File: src/rtl/core/cpbs_pkg.sv
package cpbs_pkg;

	// address width actually kept, low bits of byte_address
	localparam int ADDR_BITS = 64;
	localparam logic [63:0] ADDR_MASK =
		(ADDR_BITS >= 64) ? {64{1'b1}} : ((64'd1 << ADDR_BITS) - 64'd1);

	// lookahead window
	localparam int WIN_DEPTH = 6;
	localparam int CNT_W = $clog2(WIN_DEPTH + 1);
	localparam logic [CNT_W-1:0] CNT_FULL = CNT_W'(WIN_DEPTH);
	localparam logic [CNT_W-1:0] CNT_NEAR = CNT_W'(WIN_DEPTH - 1);
	localparam logic [1:0] SKIP_AFTER_MATCH = 2'd3;

	// configuration register indexes
	localparam logic [1:0] CFG_PUSH_FRAME = 2'd0;
	localparam logic [1:0] CFG_STACK_SUB = 2'd1;
	localparam logic [1:0] CFG_SHADOW_STORE = 2'd2;

	// opcode bytes
	localparam logic [7:0] OP_PUSH_RBP = 8'h55;
	localparam logic [7:0] OP_REX_W = 8'h48;
	localparam logic [7:0] OP_MOV = 8'h89;
	localparam logic [7:0] OP_MODRM_RBP_RSP = 8'hE5;
	localparam logic [7:0] OP_GRP1_IMM8 = 8'h83;
	localparam logic [7:0] OP_MODRM_SUB_RSP = 8'hEC;
	localparam logic [7:0] OP_GRP1_IMM32 = 8'h81;
	localparam logic [7:0] OP_MODRM_SIB_RCX = 8'h4C;
	localparam logic [7:0] OP_SIB_RSP = 8'h24;
	localparam logic [7:0] OP_PUSH_RBX = 8'h53;
	localparam logic [7:0] OP_PUSH_RSI = 8'h56;
	localparam logic [7:0] OP_PUSH_RDI = 8'h57;

	typedef struct packed {
		logic push_frame;
		logic stack_sub;
		logic shadow_store;
	} cpbs_cfg_t;

	typedef struct packed {
		logic       match;
		logic [1:0] skip;
	} cpbs_dec_t;

	function automatic logic cpbs_is_push(input logic [7:0] b);
		return (b == OP_PUSH_RBX) || (b == OP_PUSH_RBP) ||
			(b == OP_PUSH_RSI) || (b == OP_PUSH_RDI);
	endfunction

	// decide one position: suppression, known flag, then the pattern set
	function automatic cpbs_dec_t cpbs_decide(
		input logic [1:0] skip,
		input logic       known,
		input logic [7:0] b0,
		input logic [7:0] b1,
		input logic [7:0] b2,
		input logic [7:0] b3,
		input logic [3:0] a_lo,
		input cpbs_cfg_t  en,
		input logic       imm32_ok
	);
		cpbs_dec_t d;
		logic      hit;
		hit = 1'b0;
		if (en.push_frame && b0 == OP_PUSH_RBP && b1 == OP_REX_W &&
			b2 == OP_MOV && b3 == OP_MODRM_RBP_RSP)
			hit = 1'b1;
		if (en.stack_sub && b0 == OP_REX_W && b1 == OP_GRP1_IMM8 &&
			b2 == OP_MODRM_SUB_RSP)
			hit = 1'b1;
		if (en.stack_sub && imm32_ok && b0 == OP_REX_W && b1 == OP_GRP1_IMM32 &&
			b2 == OP_MODRM_SUB_RSP)
			hit = 1'b1;
		if (en.shadow_store && b0 == OP_REX_W && b1 == OP_MOV &&
			b2 == OP_MODRM_SIB_RCX && b3 == OP_SIB_RSP)
			hit = 1'b1;
		if (en.push_frame && a_lo == 4'd0 && cpbs_is_push(b0) &&
			(b1 == OP_REX_W || cpbs_is_push(b1)))
			hit = 1'b1;
		d.match = 1'b0;
		d.skip = skip;
		if (skip != 2'd0) begin
			d.skip = skip - 2'd1;
		end else if (!known && hit) begin
			d.match = 1'b1;
			d.skip = SKIP_AFTER_MATCH;
		end
		return d;
	endfunction

endpackage

File: src/rtl/core/cpbs_in_reg.sv
module cpbs_in_reg (
	input  logic        clk,
	input  logic        arst_n,
	input  logic        in_valid,
	output logic        in_ready,
	input  logic [7:0]  in_byte,
	input  logic [63:0] in_addr,
	input  logic        in_known,
	input  logic        in_last,
	output logic        valid_s1,
	input  logic        take_s1,
	output logic [7:0]  byte_s1,
	output logic [63:0] addr_s1,
	output logic        known_s1,
	output logic        last_s1
);
	import cpbs_pkg::*;

	logic load;

	// the stage frees up in the same cycle it is taken
	assign in_ready = !valid_s1 || take_s1;
	assign load = in_valid && in_ready;

	// valid flag
	always_ff @(posedge clk or negedge arst_n) begin
		if (!arst_n) begin
			valid_s1 <= 1'b0;
		end else if (load) begin
			valid_s1 <= 1'b1;
		end else if (take_s1) begin
			valid_s1 <= 1'b0;
		end
	end

	// item payload, address cut to the kept width
	always_ff @(posedge clk) begin
		if (load) begin
			byte_s1 <= in_byte;
			addr_s1 <= in_addr & ADDR_MASK;
			known_s1 <= in_known;
			last_s1 <= in_last;
		end
	end

endmodule

File: src/rtl/core/cpbs_scan.sv
module cpbs_scan (
	input  logic              clk,
	input  logic              arst_n,
	input  cpbs_pkg::cpbs_cfg_t cfg,
	input  logic              valid_s1,
	output logic              take_s1,
	input  logic [7:0]        byte_s1,
	input  logic [63:0]       addr_s1,
	input  logic              known_s1,
	input  logic              last_s1,
	output logic              out_valid,
	input  logic              out_ready,
	output logic [63:0]       out_addr
);
	import cpbs_pkg::*;

	logic [7:0]       win_q [WIN_DEPTH];
	logic             known_q [WIN_DEPTH];
	logic [63:0]      oldest_q;
	logic [CNT_W-1:0] cnt_q;
	logic [1:0]       skip_q;
	logic             out_valid_q;
	logic [63:0]      out_addr_q;

	logic [7:0]       nw [WIN_DEPTH];
	logic             nk [WIN_DEPTH];
	logic [63:0]      nold;
	logic [63:0]      nold_p1;
	logic [CNT_W-1:0] ncnt;
	logic [1:0]       nskip;
	cpbs_dec_t        d0;
	cpbs_dec_t        d1;
	logic             found;
	logic [63:0]      hit_addr;

	assign take_s1 = valid_s1 && (!out_valid_q || out_ready);
	assign out_valid = out_valid_q;
	assign out_addr = out_addr_q;

	// window after inserting the staged byte
	always_comb begin
		for (int i = 0; i < WIN_DEPTH; i++) begin
			nw[i] = win_q[i];
			nk[i] = known_q[i];
		end
		nold = oldest_q;
		ncnt = cnt_q;
		if (cnt_q == CNT_FULL) begin
			for (int i = 0; i < WIN_DEPTH - 1; i++) begin
				nw[i] = win_q[i+1];
				nk[i] = known_q[i+1];
			end
			nw[WIN_DEPTH-1] = byte_s1;
			nk[WIN_DEPTH-1] = known_s1;
			nold = (oldest_q + 64'd1) & ADDR_MASK;
		end else begin
			if (cnt_q == '0)
				nold = addr_s1;
			for (int i = 0; i < WIN_DEPTH; i++) begin
				if (cnt_q == CNT_W'(i)) begin
					nw[i] = byte_s1;
					nk[i] = known_s1;
				end
			end
			ncnt = cnt_q + CNT_W'(1);
		end
		nold_p1 = (nold + 64'd1) & ADDR_MASK;
	end

	// decide the oldest position, and the one after it at the section end
	always_comb begin
		d0 = cpbs_decide(skip_q, nk[0], nw[0], nw[1], nw[2], nw[3], nold[3:0], cfg,
			!last_s1);
		d1 = cpbs_decide(d0.skip, nk[1], nw[1], nw[2], nw[3], nw[4], nold_p1[3:0],
			cfg, 1'b0);
		found = 1'b0;
		hit_addr = nold;
		nskip = skip_q;
		if (!last_s1) begin
			if (ncnt == CNT_FULL) begin
				found = d0.match;
				nskip = d0.skip;
			end
		end else if (ncnt == CNT_FULL) begin
			if (d0.match) begin
				found = 1'b1;
			end else if (d1.match) begin
				found = 1'b1;
				hit_addr = nold_p1;
			end
		end else if (ncnt == CNT_NEAR) begin
			found = d0.match;
		end
	end

	// window state, cleared at each section end
	always_ff @(posedge clk or negedge arst_n) begin
		if (!arst_n) begin
			for (int i = 0; i < WIN_DEPTH; i++) begin
				win_q[i] <= '0;
				known_q[i] <= 1'b0;
			end
			oldest_q <= '0;
			cnt_q <= '0;
			skip_q <= '0;
		end else if (take_s1) begin
			if (last_s1) begin
				for (int i = 0; i < WIN_DEPTH; i++) begin
					win_q[i] <= '0;
					known_q[i] <= 1'b0;
				end
				oldest_q <= '0;
				cnt_q <= '0;
				skip_q <= '0;
			end else begin
				for (int i = 0; i < WIN_DEPTH; i++) begin
					win_q[i] <= nw[i];
					known_q[i] <= nk[i];
				end
				oldest_q <= nold;
				cnt_q <= ncnt;
				skip_q <= nskip;
			end
		end
	end

	// result register
	always_ff @(posedge clk or negedge arst_n) begin
		if (!arst_n) begin
			out_valid_q <= 1'b0;
		end else if (take_s1 && found) begin
			out_valid_q <= 1'b1;
		end else if (out_ready) begin
			out_valid_q <= 1'b0;
		end
	end

	always_ff @(posedge clk) begin
		if (take_s1 && found)
			out_addr_q <= hit_addr & ADDR_MASK;
	end

endmodule

File: src/rtl/core/code_prologue_byte_scanner.sv
// channel  | direction | handshake          | payload
// ---------+-----------+--------------------+------------------------------------------
// s_*      | in        | s_tvalid/s_tready  | tdata: code_byte, byte_address; tuser:
//          |           |                    | already_known; tlast: section_end
// m_*      | out       | m_tvalid/m_tready  | tdata: prologue_address
// cfg_*    | in        | cfg_valid/cfg_ready| cfg_index, cfg_data (enable bit)
//
// one item per cycle sustained unless a pending result is stalled by m_tready; each item goes
// through the input register, then window update and pattern compare into the result register
// arst_n clears the window, the suppression count and the valid flags; all enables set
// a stalled result holds the scan stage, which fills the input register before s_tready drops
// cfg_ready is always high; writes are taken at once
module code_prologue_byte_scanner (
	input  logic        clk,
	input  logic        arst_n,
	input  logic        s_tvalid,
	output logic        s_tready,
	input  logic [71:0] s_tdata,  // [7:0] code_byte, [71:8] byte_address
	input  logic        s_tuser,  // [0] already_known
	input  logic        s_tlast,
	output logic        m_tvalid,
	input  logic        m_tready,
	output logic [63:0] m_tdata,  // [63:0] prologue_address
	input  logic        cfg_valid,
	output logic        cfg_ready,
	input  logic [1:0]  cfg_index,
	input  logic        cfg_data
);
	import cpbs_pkg::*;

	cpbs_cfg_t   cfg_q;
	logic        valid_s1;
	logic        take_s1;
	logic [7:0]  byte_s1;
	logic [63:0] addr_s1;
	logic        known_s1;
	logic        last_s1;

	assign cfg_ready = 1'b1;

	// enable registers
	always_ff @(posedge clk or negedge arst_n) begin
		if (!arst_n) begin
			cfg_q <= '{push_frame: 1'b1, stack_sub: 1'b1, shadow_store: 1'b1};
		end else if (cfg_valid) begin
			unique case (cfg_index)
				CFG_PUSH_FRAME: cfg_q.push_frame <= cfg_data;
				CFG_STACK_SUB: cfg_q.stack_sub <= cfg_data;
				CFG_SHADOW_STORE: cfg_q.shadow_store <= cfg_data;
				default: begin
				end
			endcase
		end
	end

	cpbs_in_reg u_in_reg (
		.clk      (clk),
		.arst_n   (arst_n),
		.in_valid (s_tvalid),
		.in_ready (s_tready),
		.in_byte  (s_tdata[7:0]),
		.in_addr  (s_tdata[71:8]),
		.in_known (s_tuser),
		.in_last  (s_tlast),
		.valid_s1 (valid_s1),
		.take_s1  (take_s1),
		.byte_s1  (byte_s1),
		.addr_s1  (addr_s1),
		.known_s1 (known_s1),
		.last_s1  (last_s1)
	);

	cpbs_scan u_scan (
		.clk       (clk),
		.arst_n    (arst_n),
		.cfg       (cfg_q),
		.valid_s1  (valid_s1),
		.take_s1   (take_s1),
		.byte_s1   (byte_s1),
		.addr_s1   (addr_s1),
		.known_s1  (known_s1),
		.last_s1   (last_s1),
		.out_valid (m_tvalid),
		.out_ready (m_tready),
		.out_addr  (m_tdata)
	);

endmodule

File: config.mk
export PLATFORM = sky130hd
export DESIGN_NAME = code_prologue_byte_scanner
export DESIGN_NICKNAME = d
export VERILOG_FILES = /design/src/rtl/core/cpbs_pkg.sv /design/src/rtl/core/cpbs_in_reg.sv /design/src/rtl/core/cpbs_scan.sv /design/src/rtl/core/code_prologue_byte_scanner.sv
export SDC_FILE = /design/constraint.sdc
export NUM_CORES = 1
export LEC_CHECK = 0
export BUFFER_PORTS_ARGS = -buffer_cell sky130_fd_sc_hd__buf_2
export CAP_MARGIN = 0
export CORE_UTILIZATION = 35
export DETAILED_ROUTE_END_ITERATION = 10
export PLACE_DENSITY = 0.58
export SYNTH_ARGS = -nofsm -noshare
export SYNTH_HDL_FRONTEND = slang
export SYNTH_SLANG_ARGS = --single-unit
export TNS_END_PERCENT = 20
File: constraint.sdc
create_clock -name clk -period 7.2 [get_ports clk]
set_input_delay 0.72 -clock clk [delete_from_list [all_inputs] [get_ports clk]]
set_output_delay 0.72 -clock clk [all_outputs]
set_load 0.05 [all_outputs]
-- Word level (Yosys, flattened, before mapping)
Index checks and enable logic that the tools add are counted.
- register bits: 266
- input port bits: 82
- output and inout port bits: 67
- word-level logic and storage cells: 195
- add/subtract/negate cells: 4
- equal/unequal tests: 39
- muxes and demuxes: 51
- reduce and logical (&&, ||, !) cells: 76
- operators with widths (kind ; number):
    two-way mux 64 bit ; 7
    == test 8 x 7 -> 1 bit (second input constant) ; 17
    adder 64 x 1 -> 64 bit (second input constant) ; 2
    two-way mux 48 bit ; 2
    == test 8 bit (second input constant) ; 10
    two-way mux 8 bit ; 6
    logical AND 1 bit ; 37
    two-way mux 1 bit ; 27
    == test 8 x 6 -> 1 bit (second input constant) ; 2
    AND reduction 2 bit ; 8
    == test 3 bit (second input constant) ; 5
    logical OR 1 bit ; 13
    two-way mux 3 bit ; 4
    two-way mux 6 bit ; 2
    nonzero test 3 bit ; 4
    nonzero test 2 bit ; 5
    zero test 4 bit ; 2
    == test 3 x 2 -> 1 bit (second input constant) ; 2
    two-way mux 2 bit ; 3
    zero test 1 bit ; 5
    adder 3 x 1 -> 3 bit (second input constant) ; 1
    == test 3 x 1 -> 1 bit (second input constant) ; 1
    zero test 3 bit ; 1
    == test 2 x 1 -> 1 bit (second input constant) ; 1
    other kinds (3) ; 3

-- Logic depth before layout (Yosys ltp)
Gate-level depths: netlist of the first run.
- depth in word-level cells: 24
- depth in mapped cells: 18
- mapped depth without buffers: 13

-- Hierarchy
Synthesis of the first run repeated with hierarchy kept, for this count alone.
- cell total of the unflattened synthesis: 1466
- area total of the unflattened synthesis: 15050.7 µm²
- modules (own cells, without submodules) (module ; instances ; cells each ; area an instance (µm²) ; sequential area each (µm²)):
    cpbs_scan ; 1 ; 1377 ; 12623.4 ; 5024.8
    cpbs_in_reg ; 1 ; 78 ; 2275.9 ; 2247.2
    code_prologue_byte_scanner ; 1 ; 11 ; 151.4 ; 78.8

-- Worst setup path after synthesis of the first run
OpenSTA, ideal clock, no wires.
- kind: register to register
- start point: reg u_scan.cnt_q[2]
- end point: reg u_scan.out_addr_q[0], in the netlist u_scan.out_addr[0] (enable)
- library setup time: 0.397 ns
- arrival: 4.717 ns
- data required time: 6.803 ns
- slack: 2.086 ns
- stages on the path, launching flop included: 16
- path buffers: 5
- clock period less this slack: 5.114 ns
- cell sequence: dfrtp_1 -> buf_2 -> buf_2 -> buf_2 -> inv_1 -> clkbuf_1 -> ha_1 -> clkbuf_1 -> mux2_2 -> mux2i_1 -> nor4bb_1 -> and3_1 -> a41oi_1 -> o221a_2 -> nor3_1 -> o221a_2
- cells in the longest elaborated chain, start to end: 23
- elaborated cells on any way between the ends: 121
- classes of those cells: 2 x add/sub; 36 x eq/ne; 32 x mux; 51 x reduce/logical
- ends and longest elaborated chain (element ; line ; source):
    start, declared ; cpbs_scan.sv:20 ; logic [CNT_W-1:0] cnt_q;
    start signal, assigned ; cpbs_scan.sv:121 ; cnt_q <= ncnt;
    parallel branches: the longest is 21 deep, another holds adder 64 x 1 -> 64 bit ; n/a ;
    two-way mux 1 bit (*) ; cpbs_scan.sv:79 ; if (!last_s1) begin
    logical AND 1 bit (*) ; cpbs_scan.sv:139 ; if (take_s1 && found)
    end signal, assigned ; cpbs_scan.sv:140 ; out_addr_q <= hit_addr & ADDR_MASK;
    end, declared ; cpbs_scan.sv:23 ; logic [63:0] out_addr_q;
Every way passes the cells marked *.
A chain may end at the register's enable or synchronous reset.

-- Worst setup path in the final report of the first run
- start point: reg u_scan.cnt_q[0]
- end point: reg u_scan.out_addr_q[60], in the netlist u_scan.out_addr[60] (data pin)
- cells in the longest elaborated chain, start to end: 22
- elaborated cells on any way between the ends: 117
- classes of those cells: 2 x add/sub; 35 x eq/ne; 30 x mux; 50 x reduce/logical
- ends and longest elaborated chain (element ; line ; source):
    parallel branches: the longest is 21 deep, another holds adder 64 x 1 -> 64 bit ; n/a ;
    two-way mux 64 bit (*) ; cpbs_scan.sv:79 ;
    via u_scan.hit_addr[60] ; cpbs_scan.sv:34 ; logic [63:0] hit_addr;
Mark *: on every way through the listed nets, which the timed path passes.

==> results of run 1 <==
## cells in the final DEF, fill, tap and decap left out, drive strengths merged, types with 37 or more instances in the layout
master,synthesis,routed
buf,36,173
nand2,156,156
edfxtp,138,138
dfrtp,125,125
o21ai,93,93
mux2i,78,78
nor2,75,75
nand3,57,57
nor4,57,57
nor3,51,51
a22o,48,48
xnor2,46,46
nand4,44,44
clkbuf,65,37
## how the worst min path moves through the flow
stage | cells after the start | start | end | slack (ns)
global route | 1 | arst_n | u_scan.win_q[9]$_DFFE_PN0P_ | 0.33
detailed placement | 1 | u_scan.win_q[6]$_DFFE_PN0P_ | u_scan.win_q[6]$_DFFE_PN0P_ | 0.49
global placement | 2 | u_scan.known_q[3]$_DFFE_PN0P_ | u_scan.known_q[3]$_DFFE_PN0P_ | 0.49
finish | 1 | arst_n | u_scan.win_q[6]$_DFFE_PN0P_ | 0.28
CTS | 1 | arst_n | u_scan.win_q[1]$_DFFE_PN0P_ | 0.28
floorplan | 0 | arst_n | u_in_reg.valid_s1$_DFFE_PN0P_ | 0.42
## cell type report
type / count / area share (%)
clock buffers: 37 / 5.15
clock inverters: 24 / 1.57
inverters: 23 / 0.498
multi-input cells: 1073 / 41.1
flip-flops and latches: 266 / 42.4
well taps: 539 / 3.89
repair buffers: 173 / 5.45
## worst max-delay path, stage by stage (launching register included)
cell and delay (ns):
sky130_fd_sc_hd__dfrtp_1 0.46, sky130_fd_sc_hd__inv_1 0.17, sky130_fd_sc_hd__ha_2 0.70, sky130_fd_sc_hd__mux2_2 0.52, sky130_fd_sc_hd__o22ai_1 0.15, sky130_fd_sc_hd__nor3_1 0.34
sky130_fd_sc_hd__or3b_2 0.56, sky130_fd_sc_hd__nor4_1 0.73, sky130_fd_sc_hd__nand4_1 0.61, sky130_fd_sc_hd__nor4_1 0.41, sky130_fd_sc_hd__nand4_1 0.53, sky130_fd_sc_hd__nor4b_1 0.51
sky130_fd_sc_hd__xnor2_1 0.11
## layer usage
layer	up-vias	wire, µm
met1	6228	20600
met5	-	0
met2	483	22600
met4	0	1410
met3	82	3010
li1	5842	-
## stage by stage
step | worst slack (ns) | hold slack (ns) | power (µW)
after floorplan | 2.09 | 0.424 | 2840
after global placement | 1.49 | 0.485 | 3200
after detailed placement | 1.24 | 0.491 | 3220
after CTS | 1.20 | 0.281 | 5030
after global routing | 0.821 | 0.327 | 5230
final | 1.10 | 0.277 | 4990
## logic make-up after synthesis
logic type | after synthesis | synth area share (%)
AND/OR/NAND/NOR | 569 | 20.4
AO/OA/AOI/OAI | 326 | 15.4
flip-flops | 266 | 49.2
buffers and inverters | 124 | 3.39
multiplexers | 98 | 6.73
XOR/XNOR | 69 | 4.05
adder cells (fa/ha/maj) | 10 | 0.821
other | 1 | 0.0251
## power groups by stage
stage	Clock (µW)	Combinational [µW]	Sequential [µW]
3_5_place_dp	0	1200	2020
4_1_cts	1830	1200	2000
2_1_floorplan	0	918	1920
5_1_grt	1890	1320	2020
3_3_place_gp	0	1180	2020
6_report	1780	1210	2000
## flip-flops by register name, summed over array words and instances, names as in the netlist
name	count
u_in_reg.addr_s1	64
u_scan.oldest_q	64
u_scan.out_addr	64
u_scan.win_q	48
u_in_reg.byte_s1	8
u_scan.known_q	6
cfg_q	3
u_scan.cnt_q	3
u_scan.skip_q	2
u_in_reg.known_s1	1
u_in_reg.last_s1	1
u_in_reg.valid_s1	1
u_scan.out_valid	1
==> out/summary.json, run 1 <==
{
  "area.sequential": {"value": 7350, "unit": "µm²"},
  "routed_via_density": {"value": 5.92},
  "std_cell_rows": {"value": 75},
  "die_w": {"value": 209, "unit": "µm"},
  "relSlewSlack": {"value": 29.1, "unit": "%"},
  "maximum_frequency_from_static_timing_analysis": {"value": 0.164, "unit": "GHz"},
  "powerDensity": {"value": 288, "unit": "nW/µm²"},
  "critPathRequiredTime": {"value": 7.47, "unit": "ns"},
  "vdd.ir_drop.worst": {"value": 0.000144, "unit": "V"},
  "firstDrtPassIters": {"value": 5},
  "grt-ovfl-total": {"value": 0},
  "multi_input_area": {"value": 7130, "unit": "µm²"},
  "clock_sink_count": {"value": 266},
  "final_period_minus_worst_setup_slack": {"value": 6.10, "unit": "ns"},
  "ratio_of_cells_with_drive_above_1_in_the_final_layout": {"value": 18.5, "unit": "%"},
  "endpoint": {"value": "u_scan.out_addr[60]$_DFFE_PP_"},
  "place_inst": {"value": 2074},
  "clkLatencyLatePin": {"value": 0.55, "unit": "ns"},
  "port_buffers": {"value": 147},
  "ys_ff_latch": {"value": 266},
  "starting_utilization_of_the_core_area": {"value": 35.5, "unit": "%"},
  "setup.worst_path.start_class": {"value": "flop"},
  "number_of_antenna_cells_inserted": {"value": 0},
  "synth_enable_flop_cells": {"value": 138},
  "synth.distinct_cells": {"value": 84},
  "routability_driven_placement_congestion_ratio": {"value": 0.936},
  "rsz_0062_raised_after_global_routing": {"value": "false"},
  "syn_area_per_cell": {"value": 10.2, "unit": "µm²"},
  "core-area": {"value": 42000, "unit": "µm²"},
  "area.growth.synth_to_final": {"value": 16.1, "unit": "%"},
  "number_of_antenna_violations_at_the_first_check_in_global_routing": {"value": 0},
  "min_path_type": {"value": "in -> async"},
  "postCtsSetupBuffers": {"value": 0},
  "worst_slew_pin_slew": {"value": 1.05, "unit": "ns"},
  "crit_path_max_fanout": {"value": 32},
  "fin_cells": {"value": 2135},
  "drv_slew": {"value": 0},
  "ff2ff_path_depth": {"value": 12},
  "ioPinCount": {"value": 149},
  "grt_pass1_vias": {"value": 12200},
  "cts_root_buf": {"value": "sky130_fd_sc_hd__clkbuf_16"},
  "netlist_instances": {"value": 1463},
  "worst_clock_skew": {"value": 0.0334, "unit": "ns"},
  "finalNetCount": {"value": 1662},
  "floorplan.die_area": {"value": 43500, "unit": "µm²"},
  "finish.utilization": {"value": 41.3, "unit": "%"},
  "leakage_power": {"value": 0.00638, "unit": "µW"},
  "fin_crit_sh": {"value": 84.8, "unit": "%"},
  "grt_util_met3": {"value": 3.79, "unit": "%"},
  "post_cts_resize_count": {"value": 0},
  "switchingPower": {"value": 1650, "unit": "µW"},
  "drc_errors": {"value": 0},
  "htreeDepth": {"value": 2},
  "ctsHoldBuffers": {"value": 0},
  "wl": {"value": 47700, "unit": "µm"},
  "initialDrtViolationCount": {"value": 1168},
  "grt_util_all_layers": {"value": 21.9, "unit": "%"},
  "final_area": {"value": 17400, "unit": "µm²"},
  "dominantRegCellSynth": {"value": "sky130_fd_sc_hd__edfxtp_1"},
  "avgRoutedWirePerCell": {"value": 22.3, "unit": "µm"},
  "cts_made_buffers": {"value": 34},
  "routed-via-count": {"value": 12600},
  "max_cap_viol_count": {"value": 0},
  "synthTopCellsByCount": {"value": "156 x sky130_fd_sc_hd__nand2_1, 138 x sky130_fd_sc_hd__edfxtp_1, 125 x sky130_fd_sc_hd__dfrtp_1, 92 x sky130_fd_sc_hd__o21ai_0, 78 x sky130_fd_sc_hd__mux2i_1"},
  "cell_internal_pwr": {"value": 3340, "unit": "µW"},
  "syn-cell-area": {"value": 14900, "unit": "µm²"},
  "grt_max_degree": {"value": 72},
  "worstReg2RegStart": {"value": "u_scan.cnt_q[0]$_DFFE_PN0P_"},
  "global_route_wire_length_before_repair": {"value": 73900, "unit": "µm"},
  "chipHeight": {"value": 209, "unit": "µm"},
  "p_sw_share": {"value": 33.0, "unit": "%"},
  "share_comb_of_total_power": {"value": 24.2, "unit": "%"},
  "clock_path_buffers": {"value": 3},
  "dpl-instance-area": {"value": 16200, "unit": "µm²"},
  "post-synth-top-area-fraction": {"value": 27.7, "unit": "%"},
  "synth_async_sr_flop_share": {"value": 48.1, "unit": "%"},
  "setup_violations": {"value": 0},
  "arrival": {"value": 6.37, "unit": "ns"},
  "netlist.top_cell.by_area": {"value": "sky130_fd_sc_hd__edfxtp_1"},
  "endpoint_kind": {"value": "flop"},
  "fill_cells": {"value": 4133},
  "share_seq_of_total_power": {"value": 40.1, "unit": "%"},
  "fin_setup_tns": {"value": 0, "unit": "ns"},
  "antenna_left": {"value": 0},
  "finalHoldViolations": {"value": 0},
  "cts_tree": {"value": "done"},
  "grt.met2_usage": {"value": 35.5, "unit": "%"},
  "synth_warnings": {"value": 0},
  "synth_fp_nets": {"value": 1554},
  "clock_group_share_of_total_power": {"value": 35.7, "unit": "%"},
  "most_numerous_cell_in_the_yosys_netlist": {"value": "sky130_fd_sc_hd__nand2_1"},
  "worstReg2RegEnd": {"value": "u_scan.out_addr[60]$_DFFE_PP_"},
  "criticalPathCategory": {"value": "reg -> reg"},
  "synth-seq-area-share": {"value": 49.2, "unit": "%"},
  "setup.worst_path.start": {"value": "u_scan.cnt_q[0]$_DFFE_PN0P_"},
  "grt_use_met1": {"value": 29.3, "unit": "%"},
  "post_synth_main_area_contributors": {"value": "sky130_fd_sc_hd__edfxtp_1 28%, sky130_fd_sc_hd__dfrtp_1 21%, sky130_fd_sc_hd__mux2i_1 5.2%"},
  "r2r_setup_slack": {"value": 1.10, "unit": "ns"},
  "global_route.peak_usage_layer": {"value": "met2"},
  "outcome": {"value": "finished clean"},
  "dp.final_hpwl": {"value": 32400, "unit": "µm"},
  "clock_pin_slew_on_the_worst_setup_and_hold_paths": {"value": 0.06, "unit": "ns"}
}
(Power assumes the default switching activity.)
==> run 2: changes to the inputs <==
==> constraint.sdc (replaced) <==
create_clock -name clk -period 6.2 [get_ports clk]
set_input_delay 0.62 -clock clk [delete_from_list [all_inputs] [get_ports clk]]
set_output_delay 0.62 -clock clk [all_outputs]
set_load 0.05 [all_outputs]
==> out/summary.json, run 2 (same netlist as run 1, synthesis figures left out) <==
{
  "relSlewSlack": {"value": 25.5, "unit": "%"},
  "clock_group_share_of_total_power": {"value": 34.3, "unit": "%"},
  "max_cap_viol_count": {"value": 0},
  "share_seq_of_total_power": {"value": 40.6, "unit": "%"},
  "worst_clock_skew": {"value": 0.0233, "unit": "ns"},
  "wl": {"value": 47900, "unit": "µm"},
  "cell_internal_pwr": {"value": 3820, "unit": "µW"},
  "routability_driven_placement_congestion_ratio": {"value": 0.916},
  "ctsHoldBuffers": {"value": 0},
  "grt_util_all_layers": {"value": 21.8, "unit": "%"},
  "finalNetCount": {"value": 1681},
  "rsz_0062_raised_after_global_routing": {"value": "false"},
  "crit_path_max_fanout": {"value": 15},
  "arrival": {"value": 6.03, "unit": "ns"},
  "ratio_of_cells_with_drive_above_1_in_the_final_layout": {"value": 18.9, "unit": "%"},
  "fin_setup_tns": {"value": 0, "unit": "ns"},
  "setup.worst_path.start_class": {"value": "flop"},
  "clkLatencyLatePin": {"value": 0.54, "unit": "ns"},
  "core-area": {"value": 42000, "unit": "µm²"},
  "mostFrequentLayoutCell": {"value": "sky130_fd_sc_hd__nand2_1"},
  "clock_sink_count": {"value": 266},
  "cp_cell_sequence": {"value": "inv_1, ha_1, buf_4, mux2_2, o22ai_1, or3_1, or3b_2, nor4_1, nand4_1, nor4_1, nand4_1, nor4b_1, xnor2_1"},
  "crit_path_max_incr_delay": {"value": 0.76, "unit": "ns"},
  "drv_slew": {"value": 0},
  "antenna_left": {"value": 0},
  "dp.final_hpwl": {"value": 33300, "unit": "µm"},
  "timing.critical_path.max_delay_family": {"value": "simple AND/OR/NAND/NOR gates"},
  "grt_pass1_vias": {"value": 12400},
  "criticalPathCategory": {"value": "reg -> reg"},
  "avgRoutedWirePerCell": {"value": 22.2, "unit": "µm"},
  "hold-worst-slack": {"value": 0.0989, "unit": "ns"},
  "endpoint_kind": {"value": "flop"},
  "leakage_power": {"value": 0.00643, "unit": "µW"},
  "vdd.ir_drop.worst": {"value": 0.000160, "unit": "V"},
  "clock_path_buffers": {"value": 3},
  "cts_root_buf": {"value": "sky130_fd_sc_hd__clkbuf_16"},
  "place_inst": {"value": 2093},
  "final_period_minus_worst_setup_slack": {"value": 5.76, "unit": "ns"},
  "p_sw_share": {"value": 33.2, "unit": "%"},
  "powerDensity": {"value": 328, "unit": "nW/µm²"},
  "post_cts_resize_count": {"value": 0},
  "grt_max_degree": {"value": 70},
  "switchingPower": {"value": 1900, "unit": "µW"},
  "clock_pin_slew_on_the_worst_setup_and_hold_paths": {"value": 0.06, "unit": "ns"},
  "ioPinCount": {"value": 149},
  "routed-via-count": {"value": 12800},
  "cts_made_buffers": {"value": 34},
  "critical_path_buf_inv_count": {"value": 2},
  "drc_errors": {"value": 0},
  "global_route_wire_length_before_repair": {"value": 73900, "unit": "µm"},
  "maximum_frequency_from_static_timing_analysis": {"value": 0.173, "unit": "GHz"},
  "setup_violations": {"value": 0},
  "number_of_antenna_violations_at_the_first_check_in_global_routing": {"value": 0},
  "critPathRequiredTime": {"value": 6.47, "unit": "ns"},
  "mostFrequentLayoutCells": {"value": "155 x sky130_fd_sc_hd__nand2_1, 146 x sky130_fd_sc_hd__buf_2, 138 x sky130_fd_sc_hd__edfxtp_1"},
  "timing.critical_path.slowest_stage_cell": {"value": "sky130_fd_sc_hd__ha_1"},
  "postCtsSetupBuffers": {"value": 0},
  "routed_via_density": {"value": 5.93},
  "finalHoldViolations": {"value": 0},
  "die_w": {"value": 209, "unit": "µm"},
  "worst_slew_pin_slew": {"value": 1.12, "unit": "ns"},
  "cts_tree": {"value": "done"},
  "area.growth.synth_to_final": {"value": 16.6, "unit": "%"},
  "firstDrtPassIters": {"value": 7},
  "grt-ovfl-total": {"value": 0},
  "chipHeight": {"value": 209, "unit": "µm"},
  "starting_utilization_of_the_core_area": {"value": 35.5, "unit": "%"},
  "dp_worst_setup_slack": {"value": 0.517, "unit": "ns"},
  "fin_cells": {"value": 2154},
  "floorplan.die_area": {"value": 43500, "unit": "µm²"},
  "number_of_antenna_cells_inserted": {"value": 0},
  "outcome": {"value": "finished clean"},
  "std_cell_rows": {"value": 75},
  "htreeDepth": {"value": 2},
  "setup_slack": {"value": 0.435, "unit": "ns"},
  "port_buffers": {"value": 147},
  "fin_crit_sh": {"value": 93.0, "unit": "%"},
  "share_comb_of_total_power": {"value": 25.2, "unit": "%"},
  "fill_cells": {"value": 4090},
  "min_path_type": {"value": "in -> async"},
  "initialDrtViolationCount": {"value": 1250}
}
==> run 2: changes by cell type in the layout (fill, tap and decap cells not counted) <==
cell                         change
sky130_fd_sc_hd__buf_4          +19
sky130_fd_sc_hd__bufinv_16       -2
sky130_fd_sc_hd__clkbuf_1        +4
sky130_fd_sc_hd__clkinv_1        +4
sky130_fd_sc_hd__clkinv_2        -3
sky130_fd_sc_hd__clkinv_4        -1
sky130_fd_sc_hd__clkinvlp_4      -1
sky130_fd_sc_hd__inv_6           -1
==> run 2: layout make-up <==
class                           instances  area, µm²  share of cell area [%]
Clock buffer                           41        908                    5.21
Clock inverter                         20        188                    1.08
Inverter                               23       86.3                   0.496
Multi-Input combinational cell       1073       7130                    40.9
Sequential cell                       266       7350                    42.2
Tap cell                              539        674                    3.87
Timing Repair Buffer                  192       1090                    6.25
==> run 2: path summary, 6_finish.rpt <==
path                                                     from                         endpoint  slack, ns  cells past startpoint
min in group clk                                  s_tdata[32]   u_in_reg.addr_s1[24]$_DFFE_PP_       0.25                      1
worst max-delay path              u_scan.cnt_q[0]$_DFFE_PN0P_    u_scan.out_addr[60]$_DFFE_PP_       0.44                     13
worst min-delay path                                   arst_n     u_scan.skip_q[1]$_DFFE_PN0P_        0.1                      1
max in group asynchronous                              arst_n  u_scan.oldest_q[12]$_DFFE_PN0P_       4.96                      2
worst max register to register    u_scan.cnt_q[0]$_DFFE_PN0P_    u_scan.out_addr[60]$_DFFE_PP_       0.44                     13
worst min register to register  u_scan.known_q[3]$_DFFE_PN0P_    u_scan.known_q[3]$_DFFE_PN0P_       0.51                      2
==> run 2: per-layer routing <==
layer / wire [µm] / vias to the layer above / track usage [%]
met5: 0 / - / 0
met1: 21400 / 6315 / 30.0
met4: 1600 / 0 / 8.75
met3: 2910 / 90 / 3.13
li1: - / 5870 / -
met2: 22000 / 498 / 34.7
==> run 2: worst register-to-register path, delay by kind of cell (launching register included) <==
| family | cells | cell delay (ns) |
|---|---|---|
| AOI/OAI and AO/OA | 1 | 0.06 |
| xor gates and xnor gates | 1 | 0.12 |
| adders and majority gates | 1 | 0.76 |
| buffers and inverters | 2 | 0.59 |
| DFF | 1 | 0.47 |
| muxes | 1 | 0.22 |
| and+or+nand+nor | 7 | 3.28 |
==> run 2: per-stage QoR <==
step | area (µm²) | util (%) | total power (µW)
2_1_floorplan | 14900 | - | 3300
3_3_place_gp | 16300 | 38.8 | 3750
3_5_place_dp | 16300 | 38.8 | 3760
4_1_cts | 17400 | 41.4 | 5760
5_1_grt | 17400 | 41.4 | 5990
6_report | 17400 | 41.4 | 5720
==> run 2: power groups by stage <==
stage	Clock [µW]	Combinational (µW)	Sequential, µW
finish	1960	1440	2320
global route	2070	1580	2340
CTS	2010	1430	2310
detailed placement	0	1420	2340
global placement	0	1410	2340
floorplan	0	1070	2230
==> run 3: changes to the inputs <==
--- a/config.mk
+++ b/config.mk
@@ -7,9 +7,10 @@
 export LEC_CHECK = 0
 export BUFFER_PORTS_ARGS = -buffer_cell sky130_fd_sc_hd__buf_2
 export CAP_MARGIN = 0
-export CORE_UTILIZATION = 35
+export CORE_UTILIZATION = 60
 export DETAILED_ROUTE_END_ITERATION = 10
-export PLACE_DENSITY = 0.58
+export PLACE_DENSITY = 0.87
+export RECOVER_POWER = 50
 export SYNTH_ARGS = -nofsm -noshare
 export SYNTH_HDL_FRONTEND = slang
 export SYNTH_SLANG_ARGS = --single-unit
==> out/summary.json, run 3 (same netlist as run 1, synthesis figures left out) <==
{
  "worst_slew_pin_slew": {"value": 5.02, "unit": "ns"},
  "grt-ovfl-total": {"value": 0},
  "htreeDepth": {"value": 1},
  "leakage_power": {"value": 0.00610, "unit": "µW"},
  "postCtsSetupBuffers": {"value": 0},
  "maximum_frequency_from_static_timing_analysis": {"value": 0.178, "unit": "GHz"},
  "setup_violations": {"value": 0},
  "failed_checks": {"value": "capacitance limit, slew limit"},
  "antenna_left": {"value": 0},
  "cts_root_buf": {"value": "sky130_fd_sc_hd__clkbuf_16"},
  "max_cap_viol_count": {"value": 3},
  "starting_utilization_of_the_core_area": {"value": 61.2, "unit": "%"},
  "arrival": {"value": 5.92, "unit": "ns"},
  "cts_made_buffers": {"value": 28},
  "mostFrequentLayoutCells": {"value": "155 x sky130_fd_sc_hd__nand2_1, 138 x sky130_fd_sc_hd__edfxtp_1, 124 x sky130_fd_sc_hd__dfrtp_1"},
  "ctsHoldBuffers": {"value": 0},
  "setup.worst_path.start_class": {"value": "flop"},
  "chipHeight": {"value": 160, "unit": "µm"},
  "hold_path.startpoint": {"value": "s_tdata[60]"},
  "rsz_0062_raised_after_global_routing": {"value": "false"},
  "grt_util_all_layers": {"value": 33.6, "unit": "%"},
  "critPathRequiredTime": {"value": 6.50, "unit": "ns"},
  "firstDrtPassIters": {"value": 6},
  "powerDensity": {"value": 332, "unit": "nW/µm²"},
  "fin_crit_sh": {"value": 90.6, "unit": "%"},
  "initialDrtViolationCount": {"value": 1732},
  "clkLatencyLatePin": {"value": 0.56, "unit": "ns"},
  "ioPinCount": {"value": 149},
  "grt_pass1_vias": {"value": 12500},
  "cts_tree": {"value": "done"},
  "port_buffers": {"value": 147},
  "grt_max_degree": {"value": 103},
  "relSlewSlack": {"value": -234, "unit": "%"},
  "worst_clock_skew": {"value": 0.0113, "unit": "ns"},
  "post_cts_resize_count": {"value": 0},
  "clock_pin_slew_on_the_worst_setup_and_hold_paths": {"value": 0.06, "unit": "ns"},
  "min_path_type": {"value": "in -> reg"},
  "fin_setup_tns": {"value": 0, "unit": "ns"},
  "finalNetCount": {"value": 1660},
  "dp.final_hpwl": {"value": 28800, "unit": "µm"},
  "clock_path_buffers": {"value": 3},
  "hold-worst-slack": {"value": 0.238, "unit": "ns"},
  "worstReg2RegStart": {"value": "u_scan.cnt_q[0]$_DFFE_PN0P_"},
  "ratio_of_cells_with_drive_above_1_in_the_final_layout": {"value": 13.5, "unit": "%"},
  "std_cell_rows": {"value": 57},
  "global_route_wire_length_before_repair": {"value": 68300, "unit": "µm"},
  "routed_via_density": {"value": 6.89},
  "power.total": {"value": 5600, "unit": "µW"},
  "outcome": {"value": "complete, but fails checks"},
  "drv_slew": {"value": 206},
  "avgRoutedWirePerCell": {"value": 22.6, "unit": "µm"},
  "routability_driven_placement_congestion_ratio": {"value": 0.989},
  "mostFrequentLayoutCell": {"value": "sky130_fd_sc_hd__nand2_1"},
  "finalHoldViolations": {"value": 0},
  "r2r_setup_slack": {"value": 0.58, "unit": "ns"},
  "core-area": {"value": 24400, "unit": "µm²"},
  "final_period_minus_worst_setup_slack": {"value": 5.62, "unit": "ns"},
  "setup.worst_path.start": {"value": "u_scan.cnt_q[0]$_DFFE_PN0P_"},
  "vdd.ir_drop.worst": {"value": 0.000255, "unit": "V"},
  "clock_sink_count": {"value": 266},
  "worstReg2RegEnd": {"value": "u_scan.out_addr[60]$_DFFE_PP_"},
  "endpoint_kind": {"value": "flop"},
  "number_of_antenna_violations_at_the_first_check_in_global_routing": {"value": 0},
  "drc_errors": {"value": 0},
  "routed-via-count": {"value": 13200},
  "wl": {"value": 43300, "unit": "µm"},
  "number_of_antenna_cells_inserted": {"value": 0},
  "criticalPathCategory": {"value": "reg -> reg"},
  "die_w": {"value": 160, "unit": "µm"},
  "min_delay_worst_endpoint": {"value": "u_in_reg.addr_s1[52]$_DFFE_PP_"},
  "ff2ff_path_depth": {"value": 13},
  "area.growth.synth_to_final": {"value": 12.9, "unit": "%"},
  "crit_path_max_fanout": {"value": 29},
  "hold-path-cell-count": {"value": 1},
  "fill_cells": {"value": 1848},
  "floorplan.die_area": {"value": 25500, "unit": "µm²"}
}
[run 3: through the flow]
step	area [µm²]	util [%]	cells	worst slack [ns]
global placement	15900	65.3	1863	1.16
finish	16900	69.1	1915	0.581
detailed placement	15900	65.3	1863	0.810
CTS	17000	69.5	1915	0.779
floorplan	14900	-	1463	1.09
global route	16900	69.1	1915	0.337
[run 3: cell type report]
| cell class | count | area (µm²) | share of cell area (%) |
|---|---|---|---|
| inverters | 23 | 86.3 | 0.512 |
| repair buffers | 177 | 866 | 5.13 |
| clock buffers | 31 | 753 | 4.47 |
| multi-input cells | 1073 | 7120 | 42.2 |
| well taps | 324 | 405 | 2.40 |
| clock inverters | 21 | 283 | 1.68 |
| flip-flops and latches | 266 | 7350 | 43.6 |
[run 3: worst max-delay path, stage by stage (launching register included)]
cell	delay (ns)
sky130_fd_sc_hd__dfrtp_1	0.46
sky130_fd_sc_hd__inv_1	0.18
sky130_fd_sc_hd__ha_2	0.62
sky130_fd_sc_hd__mux2_2	0.44
sky130_fd_sc_hd__o22ai_1	0.16
sky130_fd_sc_hd__nor3_1	0.42
sky130_fd_sc_hd__or3b_2	0.57
sky130_fd_sc_hd__nor4_1	0.35
sky130_fd_sc_hd__buf_4	0.19
sky130_fd_sc_hd__nand4_1	0.38
sky130_fd_sc_hd__nor4_1	0.39
sky130_fd_sc_hd__nand4_1	0.50
sky130_fd_sc_hd__nor4b_1	0.57
sky130_fd_sc_hd__xnor2_1	0.11
[run 3: worst max-delay path by stage]
stage / endpoint / slack [ns] / cells past startpoint
2_1_floorplan: u_scan.out_addr[0]$_DFFE_PP_ / 1.09 / 15
3_3_place_gp: u_scan.out_addr[10]$_DFFE_PP_ / 1.16 / 13
3_5_place_dp: u_scan.out_addr[60]$_DFFE_PP_ / 0.81 / 13
4_1_cts: u_scan.out_addr[60]$_DFFE_PP_ / 0.78 / 13
5_1_grt: u_scan.out_addr[60]$_DFFE_PP_ / 0.34 / 14
6_report: u_scan.out_addr[60]$_DFFE_PP_ / 0.58 / 13
[run 3: routing by layer]
metal | GRT usage, % | wire length (µm) | vias up
met5 | 0 | 0 | -
met4 | 13.8 | 1860 | 0
met3 | 5.64 | 4340 | 150
met2 | 54.5 | 20300 | 880
met1 | 45.2 | 16800 | 6338
li1 | - | - | 5825
[run 3: power by group]
part,leakage [µW],switching (µW),internal (µW)
clock network,0.000488,738,1130
logic,0.00260,882,534
registers,0.00301,232,2090
